<file path="src/rtl/swcn_divider.sv">
`timescale 1ns / 1ps
// ----------------------------------------------------------------------------
// swcn_divider: shared restoring unit
// Unsigned divide (one quotient bit per cycle) or integer square root
// (one result bit per cycle) on a 96 bit radicand/dividend.
// ----------------------------------------------------------------------------
module swcn_divider (
  input  logic        clk,
  input  logic        rst_n,
  input  logic        start,
  input  logic        sqrt_mode,
  input  logic [95:0] num,
  input  logic [63:0] den,
  output logic        done,
  output logic [95:0] quo,
  output logic [95:0] rem
);
  logic [95:0] q_r, q_nxt;
  logic [97:0] r_r, r_nxt;
  logic [95:0] n_r, n_nxt;
  logic [63:0] d_r, d_nxt;
  logic        m_r, m_nxt;
  logic [6:0]  cnt_r, cnt_nxt;
  logic        busy_r, busy_nxt;
  logic        done_r, done_nxt;
  logic [97:0] trial;
  logic [97:0] sub;

  always_comb begin
    q_nxt = q_r; r_nxt = r_r; n_nxt = n_r; d_nxt = d_r; m_nxt = m_r;
    cnt_nxt = cnt_r; busy_nxt = busy_r; done_nxt = 1'b0;
    trial = '0; sub = '0;
    if (start) begin
      q_nxt = '0; r_nxt = '0; n_nxt = num; d_nxt = den; m_nxt = sqrt_mode;
      cnt_nxt = sqrt_mode ? 7'd48 : 7'd96;
      busy_nxt = 1'b1;
    end else if (busy_r) begin
      if (m_r) begin
        // two radicand bits in, test 4q+1
        trial = {r_r[95:0], n_r[95:94]};
        sub   = {q_r[95:0], 2'b01};
        n_nxt = {n_r[93:0], 2'b00};
      end else begin
        trial = {r_r[96:0], n_r[95]};
        sub   = {34'd0, d_r};
        n_nxt = {n_r[94:0], 1'b0};
      end
      if (trial >= sub) begin
        r_nxt = trial - sub;
        q_nxt = {q_r[94:0], 1'b1};
      end else begin
        r_nxt = trial;
        q_nxt = {q_r[94:0], 1'b0};
      end
      cnt_nxt = cnt_r - 7'd1;
      if (cnt_r == 7'd1) begin
        busy_nxt = 1'b0;
        done_nxt = 1'b1;
      end
    end
  end

  always_ff @(posedge clk) begin
    if (!rst_n) begin
      busy_r <= 1'b0; done_r <= 1'b0; cnt_r <= '0;
    end else begin
      busy_r <= busy_nxt; done_r <= done_nxt; cnt_r <= cnt_nxt;
    end
    q_r <= q_nxt; r_r <= r_nxt; n_r <= n_nxt; d_r <= d_nxt; m_r <= m_nxt;
  end

  assign done = done_r;
  assign quo  = q_r;
  assign rem  = r_r[95:0];
endmodule

</file>
<file path="config.mk">
export PLATFORM = sky130hd
export DESIGN_NAME = swcn_divider
export DESIGN_NICKNAME = d
export VERILOG_FILES = /design/src/rtl/swcn_divider.sv
export SDC_FILE = /design/constraint.sdc
export NUM_CORES = 1
export LEC_CHECK = 0
export ABC_AREA = 1
export BUFFER_PORTS_ARGS = -buffer_cell sky130_fd_sc_hd__buf_4
export CAP_MARGIN = 20
export CORE_MARGIN = 5
export CORE_UTILIZATION = 45
export DETAILED_ROUTE_END_ITERATION = 10
export PLACE_DENSITY = 0.67
export SETUP_SLACK_MARGIN = 0.4
export SYNTH_ARGS = -nofsm -noshare
export SYNTH_HDL_FRONTEND = slang
export SYNTH_SLANG_ARGS = --single-unit
</file>
<file path="constraint.sdc">
create_clock -name clk -period 4.7 [get_ports clk]
set_input_delay 0.47 -clock clk [delete_from_list [all_inputs] [get_ports clk]]
set_output_delay 0.47 -clock clk [all_outputs]
set_load 0.02 [all_outputs]
</file>
==> results of run 1 <==
==> layer usage <==
layer / up-vias / part of all wire [%] / global-route usage, %
li1: 13890 / - / -
met1: 12480 / 45 / 39.27
met2: 869 / 44 / 45.41
met3: 135 / 7.8 / 5.588
met4: 0 / 3.2 / 8.439
met5: - / 0 / 0
==> state kept, by name, indices dropped and copies added (netlist names) <==
| signal | count |
|---|---|
| busy_r | 1 |
| cnt_r | 7 |
| d_r | 64 |
| done | 1 |
| m_r | 1 |
| n_r | 96 |
| quo | 96 |
| r_r | 97 |
==> power by group <==
part	internal, mW	switching (mW)
sequential	3.83	0.430
clock	1.94	1.45
combinational	3.49	7.52
total	9.26	9.40
==> cell usage after synthesis, types with 4 or more instances <==
library cell | count | area (um^2)
buf_4 | 96 | 720.7
ha_1 | 100 | 1251
nor2_1 | 308 | 1156
or2_2 | 32 | 200.2
buf_2 | 38 | 190.2
a21oi_1 | 276 | 1381
nand4_1 | 117 | 732.0
o22ai_1 | 94 | 588.1
dfxtp_1 | 202 | 4044
inv_1 | 662 | 2485
nor2_2 | 11 | 68.82
xnor2_1 | 4 | 35.03
buf_1 | 16 | 60.06
xor2_1 | 46 | 402.9
edfxtp_1 | 161 | 4835
clkbuf_1 | 105 | 394.1
nor3_1 | 17 | 85.08
nand2_1 | 1656 | 6216
o21bai_1 | 23 | 172.7
nand2_2 | 4 | 25.02
inv_2 | 9 | 33.78
and2_1 | 5 | 31.28
o21ai_0 | 181 | 905.9
nand3b_1 | 13 | 97.59
nand3_1 | 128 | 640.6
==> final timing paths <==
check	depth (start not counted)	slack (ns)	to
hold / removal	1	0.04	d_r[38]
setup / recovery	17	0.68	r_r[91]
setup reg to reg	17	0.68	r_r[91]
hold reg to reg	2	0.46	r_r[96]
==> critical path: stages, from the launching register on <==
cell and delay (ns):
edfxtp_1 0.42, buf_4 0.21, buf_12 0.22, o21ai_0 0.44
inv_1 0.09, ha_1 0.40, nand2_1 0.15, nor2_1 0.19
nand2_1 0.20, nor2_2 0.14, nand2_1 0.13, nor2_1 0.28
nand3_4 0.14, nand3_4 0.27, buf_4 0.27, nand2_1 0.14
nand3_1 0.10, nand2_1 0.05
==> kinds of logic after synthesis <==
family / synth area share (%)
mux: 0.03713
buf+inv: 14.57
xor+xnor: 1.625
simple gates: 34.53
flops: 32.94
fa+ha+maj: 4.716
compound gates: 11.58
==> metrics by stage <==
step	cells	area, um^2	util, %	hold WS, ns	worst slack, ns
floorplan	4328	26960	-	0.4264	0.4793
global placement	5236	29650	50.14	0.4439	0.7184
detailed placement	5236	29650	50.14	0.4472	0.7978
CTS	5316	31080	52.56	0.01351	0.7946
global route	5316	31080	52.56	0.01980	0.4071
finish	5316	31080	52.56	0.03757	0.6827
==> area by class of cell <==
cell class / count / area [um^2] / area share [%]
flip-flops and latches: 363 / 8879 / 28.57
clock inverters: 22 / 215.2 / 0.6925
inverters: 674 / 2539 / 8.169
well taps: 773 / 967.2 / 3.112
repair buffers: 393 / 3067 / 9.868
clock buffers: 58 / 1212 / 3.901
multi-input cells: 3033 / 14200 / 45.69
==> impl_table.tex, run 1 <==
\begin{tabular}{lr}
\hline
Metric & Value \\
\hline
\multicolumn{2}{l}{\textbf{Route}} \\
Final routed wire length divided by cell count & roughly 18 um \\
Wire length after detailed routing & between 90 and 100 mm \\
DR DRC count & 0 \\
Count of routing violations after the opening detailed-route iteration & 2258 \\
Total via count in the routed design & between 20k and 30k \\
ANT nets after route & 0 \\
Pre-Repair DR Iteration Count & 6 \\
Via density per instance & 5.150 \\
\multicolumn{2}{l}{\textbf{Clocking}} \\
CTS buffer count & between 40 and 50 \\
Root buffer cell & clkbuf\_16 \\
Level count of the clock H-tree & 2 \\
Buffers from clock root to sink, at most & 3 \\
Post-cts gate resize count & 0 \\
TritonCTS clock tree & done \\
Post-CTS Setup Repair Bufs & 0 \\
Clock slew seen by the registers of the worst setup and hold paths & approximately 0.06 ns \\
Clock latency of the later-clocked register in the worst-skew pair & 0.61 ns \\
Number of buffers inserted for hold repair after clock tree synthesis & 0 \\
Number of clock sinks seen by CTS & about 360 \\
\multicolumn{2}{l}{\textbf{Floorplanning}} \\
Count of boundary I/O pins & $\sim$360 \\
Width of the chip & between 200 and 300 um \\
Core Region & 59130 um\^{}2 \\
Die ar. & 64900 um\^{}2 \\
Die outline height & $\sim$250 um \\
Floorplan row count & a little under 90 \\
Initial Util & 45.59\% \\
\multicolumn{2}{l}{\textbf{Synthesis}} \\
Number of synthesized flops with an enable pin & approximately 160 \\
Syn avg cell area & slightly above 6 um\^{}2 \\
Fraction of the yosys area taken by sequential cells & 32.94\% \\
Synthesis Warnings & 0 \\
Synthesized netlist net count & approximately 4.6k \\
Proportion of register bits with asynchronous set or reset after synthesis & 0\% \\
Distinct cell type count of the synthesized netlist & 40 \\
Most used DFF post-synth & dfxtp\_1 \\
Seq cells post-synth & roughly 360 \\
Combined area of all synthesized cells & roughly 27000 um\^{}2 \\
Cells after Synth & approximately 4.3k \\
\multicolumn{2}{l}{\textbf{Run status}} \\
Status & complete, no violations \\
\multicolumn{2}{l}{\textbf{Critical path}} \\
Element type at the critical path start & flip-flop \\
Beginning of the worst register-to-register path & m\_r \\
Data required, critical path & 5.19 ns \\
Max Fanout on Critical Path & 93 \\
Type of element capturing the critical path & flip-flop \\
Type of the worst setup path & flip-flop to flip-flop \\
Origin of the worst setup path & m\_r \\
Arr. time, crit path & 4.50 ns \\
\multicolumn{2}{l}{\textbf{STA}} \\
Worst slew slack as a fraction of its limit & 39.88\% \\
Final cycle utilization of the critical path & 85.47\% \\
Final hold vios & 0 \\
Final Setup Violations & 0 \\
Final Critical Period & approximately 4.0 ns \\
Clock Skew & $\sim$0.027 ns \\
Setup repair after global routing missed its margin & no \\
F\_max & roughly 250 MHz \\
Final max-slew violation count & 0 \\
Worst-margin pin slew & around 0.90 ns \\
Sum Neg Setup Slack & 0 ns \\
\multicolumn{2}{l}{\textbf{Place}} \\
Quantity of I/O buffers inserted on ports & roughly 360 \\
RePlAce Congestion & slightly above 1 \\
Detailed placer's ending HPWL & between 70 and 80 mm \\
\multicolumn{2}{l}{\textbf{GRT}} \\
Aggregate global-route resource usage & around 28\% \\
Final global-route overflow total & 0 \\
Via count of the first global-routing pass & around 26k \\
Maximum number of pins on one net before global-route repair & around 120 \\
Wire length of the first global-routing pass & 146.1 mm \\
Number of antenna violations at the first check in global routing & 0 \\
\multicolumn{2}{l}{\textbf{Finish}} \\
Most common library cell in the layout ignoring fill and taps & nand2\_1 \\
Antenna diode instance count & 0 \\
Leading cell types in the layout, fill and taps excluded & 1656 x nand2\_1, 661 x inv\_1, 383 x buf\_4, 306 x nor2\_1, 276 x a21oi\_1 \\
Layout-stage area growth over the synthesis result & 15.29\% \\
Layout Nets & approximately 4.8k \\
Fraction of final layout cells with drive strength greater than 1 & 11.71\% \\
Number of inserted filler cells in the final layout & about 6.2k \\
\multicolumn{2}{l}{\textbf{Power}} \\
Areal power density over the cells & between 600 and 700 nW/um\^{}2 \\
Peak ir drop on the vdd network & between 500 and 600 uV \\
Leak pwr & roughly 16 nW \\
Overall Power & between 15 and 20 mW \\
\multicolumn{2}{l}{\textbf{Hold path}} \\
Min-delay worst type & input port to flip-flop \\
Hold wc startpoint & den[38] \\
\multicolumn{2}{l}{\textbf{Job}} \\
Max capacitance violation total & 0 \\
\hline
\end{tabular}
Power figures use the tool's default switching activity.
==> run 2, diff against run 1 <==
--- a/config.mk
+++ b/config.mk
@@ -8,10 +8,11 @@
 export ABC_AREA = 1
 export BUFFER_PORTS_ARGS = -buffer_cell sky130_fd_sc_hd__buf_4
 export CAP_MARGIN = 20
+export CORE_ASPECT_RATIO = 0.5
 export CORE_MARGIN = 5
 export CORE_UTILIZATION = 45
 export DETAILED_ROUTE_END_ITERATION = 10
-export PLACE_DENSITY = 0.67
+export PLACE_DENSITY_LB_ADDON = 0.12
 export SETUP_SLACK_MARGIN = 0.4
 export SYNTH_ARGS = -nofsm -noshare
 export SYNTH_HDL_FRONTEND = slang
==> run 2 against run 1 <==
  * Sequential share of layout area barely moved
  * Wire length rose by 7.0%
  * Via count rose by 1.5%
  * Die area rose by 0.46%
  * Maximum frequency down 2.8%
  * Power shrank 0.59%
  * Sequential cell count did not move
  * Sequential power hardly changed
  * Register-to-register slack worse by 0.12 ns
  * Hold slack improved by 0.032 ns
  * Highest routed layer unchanged
==> impl_table.tex, run 2 (synthesis gave the netlist of run 1 again) <==
\begin{tabular}{lr}
\hline
Metric & Value \\
\hline
\multicolumn{2}{l}{\textbf{Route}} \\
ANT nets after route & 0 (unchanged) \\
Met3 wire length & 7.716 mm (+3.2\%) \\
Via density per instance & 5.193 (+0.84\%) \\
Wire length after detailed routing & 102.0 mm (+7.0\%) \\
Total via count in the routed design & 27.79k (+1.5\%) \\
Count of routing violations after the opening detailed-route iteration & 2712 (+20\%) \\
DR DRC count & 0 (unchanged) \\
Total met2 wirelength after detailed routing & 44.90 mm (+6.7\%) \\
Final routed wire length divided by cell count & 19.06 um (+6.2\%) \\
Pre-Repair DR Iteration Count & 6 (unchanged) \\
DR top layer & met4 \\
Total routed wire length on the met1 layer & 47.93 mm (+12\%) \\
\multicolumn{2}{l}{\textbf{GRT}} \\
Aggregate global-route resource usage & 30.08\% (+1.7 points) \\
Wire length of the first global-routing pass & 153.4 mm (+5.0\%) \\
Number of antenna violations at the first check in global routing & 1 (+1) \\
Final global-route overflow total & 0 (unchanged) \\
Maximum number of pins on one net before global-route repair & 121 (+1.7\%) \\
Via count of the first global-routing pass & 25.65k (-0.96\%) \\
\multicolumn{2}{l}{\textbf{Critical path}} \\
Element type at the critical path start & flip-flop \\
Type of the worst setup path & flip-flop to flip-flop \\
Max Fanout on Critical Path & 48 (-48\%) \\
Data required, critical path & 5.16 ns (-0.03 ns) \\
Origin of the worst setup path & m\_r \\
Beginning of the worst register-to-register path & m\_r \\
Arr. time, crit path & 4.59 ns (+0.09 ns) \\
Type of element capturing the critical path & flip-flop \\
\multicolumn{2}{l}{\textbf{Floorplanning}} \\
Count of boundary I/O pins & 357 (unchanged) \\
Initial Util & 45.48\% (-0.11 points) \\
Die ar. & 65200 um\^{}2 (+0.46\%) \\
Floorplan row count & 63 (-29\%) \\
Width of the chip & 356.1 um (+40\%) \\
Die outline height & 183.1 um (-28\%) \\
Core Region & 59280 um\^{}2 (+0.25\%) \\
\multicolumn{2}{l}{\textbf{STA}} \\
Final max-slew violation count & 0 (unchanged) \\
Final cycle utilization of the critical path & 87.96\% (+2.5 points) \\
Clock Skew & 0.02320 ns (-0.003489 ns) \\
Setup repair after global routing missed its margin & yes \\
Sum Neg Setup Slack & 0 ns (unchanged) \\
Worst slew slack as a fraction of its limit & 30.12\% (-9.8 points) \\
Final Setup Violations & 0 (unchanged) \\
F\_max & 241.9 MHz (-2.8\%) \\
Final hold vios & 0 (unchanged) \\
Worst-margin pin slew & 1.048 ns (+0.1464 ns) \\
Final Critical Period & 4.134 ns (+0.1166 ns) \\
\multicolumn{2}{l}{\textbf{Finish}} \\
Leading cell types in the layout, fill and taps excluded & 1653 x nand2\_1, 661 x inv\_1, 390 x buf\_4, 304 x nor2\_1, 276 x a21oi\_1 \\
Largest register FFs & 97 (unchanged) \\
Number of inserted filler cells in the final layout & 6216 (+0.27\%) \\
Layout Nets & 4777 (+0.084\%) \\
Layout-stage area growth over the synthesis result & 15.16\% \\
Antenna diode instance count & 0 (unchanged) \\
Fraction of final layout cells with drive strength greater than 1 & 11.76\% (+0.052 points) \\
Largest register by flop count & r\_r \\
Most common library cell in the layout ignoring fill and taps & nand2\_1 \\
\multicolumn{2}{l}{\textbf{Clocking}} \\
TritonCTS clock tree & done \\
Clock latency of the later-clocked register in the worst-skew pair & 0.58 ns (-0.03 ns) \\
Number of buffers inserted for hold repair after clock tree synthesis & 0 (unchanged) \\
CTS buffer count & 36 (-16\%) \\
Buffers from clock root to sink, at most & 3 (unchanged) \\
Root buffer cell & clkbuf\_16 \\
Number of clock sinks seen by CTS & 363 (unchanged) \\
Clock slew seen by the registers of the worst setup and hold paths & 0.07 ns (about the same) \\
Level count of the clock H-tree & 2 (unchanged) \\
\multicolumn{2}{l}{\textbf{Run status}} \\
Status & complete, no violations \\
\multicolumn{2}{l}{\textbf{Hold path}} \\
Min-delay worst type & input port to flip-flop \\
Hold wc startpoint & den[62] \\
\multicolumn{2}{l}{\textbf{Job}} \\
Max capacitance violation total & 0 (unchanged) \\
\multicolumn{2}{l}{\textbf{Power}} \\
Leak pwr & 16.07 nW (-0.34\%) \\
Overall Power & 18.55 mW (-0.59\%) \\
Peak ir drop on the vdd network & 392.6 uV (-28\%) \\
Areal power density over the cells & 597.4 nW/um\^{}2 (-0.49\%) \\
\multicolumn{2}{l}{\textbf{Place}} \\
Quantity of I/O buffers inserted on ports & 356 (unchanged) \\
Detailed placer's ending HPWL & 81.20 mm (+7.6\%) \\
RePlAce Congestion & 1.005 (-3.3\%) \\
\hline
\end{tabular}
[run 2: changes by cell type in the layout (fill, tap and decap cells not counted), moves of 4 or more]
cell,previous run,this run
buf_6,1,7
clkinv_2,11,5
buf_12,9,5
clkbuf_16,43,38
clkbuf_8,8,3
buf_4,383,390
clkbuf_1,7,12
[run 2: cell type report]
class | instances | area [um^2] | share of cell area [%]
multi-input combinational | 3033 | 14240 | 45.88
sequential | 363 | 8879 | 28.60
timing repair buffer | 404 | 3159 | 10.18
inverter | 674 | 2550 | 8.214
tap | 812 | 1016 | 3.273
clock buffer | 52 | 1012 | 3.261
clock inverter | 14 | 183.9 | 0.5925
[run 2: where the power goes]
group          internal [mW]  total, mW  leakage [nW]  switching [mW]
sequential              3.83       4.26          3.23           0.437
clock                   1.68       3.03         0.577            1.35
combinational           3.50       11.3          12.3            7.75
[run 2: final timing paths]
check             cells after the start  slack, ns       to
hold / removal                        1       0.07  d_r[62]
setup reg to reg                     21       0.57  r_r[67]
hold reg to reg                       2       0.47  r_r[87]
setup / recovery                     21       0.57  r_r[67]
[run 2: layer usage]
metal	global-route usage (%)	vias up
met3	4.780	95
li1	-	13910
met4	4.374	0
met1	44.21	12860
met2	47.84	928
met5	0	-
[run 2: per-stage QoR]
step                setup WS (ns)  cells  instance area (um^2)  util [%]  hold WS [ns]
floorplan                  0.4793   4328                 26960         -        0.4264
global route               0.3743   5352                 31040     52.37       0.04311
global placement           0.4896   5281                 29690     50.10        0.4425
CTS                        0.4667   5348                 30920     52.16       0.04300
detailed placement         0.4851   5282                 29720     50.14        0.4607
finish                     0.5661   5352                 31040     52.37       0.06919
[run 2: critical path, cell delays in order, from the launching register on]
cell and delay, ns:
edfxtp_1 0.47, bufinv_8 0.33, buf_4 0.26, or2_2 0.28, o21ai_0 0.10, inv_1 0.08, ha_1 0.41, nand2_1 0.18
inv_1 0.05, nand2_1 0.06, nand2_1 0.07, nand2_1 0.07, nand2_1 0.08, nand2_1 0.09, nand3_1 0.09, nand2_1 0.07
nand2_1 0.15, a21oi_4 0.31, buf_6 0.41, nand4_1 0.18, nand3_1 0.16, nand2_1 0.07
[run 2: repair_timing]
item                                   4_1_cts  5_1_grt
endpoints found under the hold margin        0        0
buffers inserted                             0        2
setup endpoints to repair                    0       98
resized for setup                            0       22
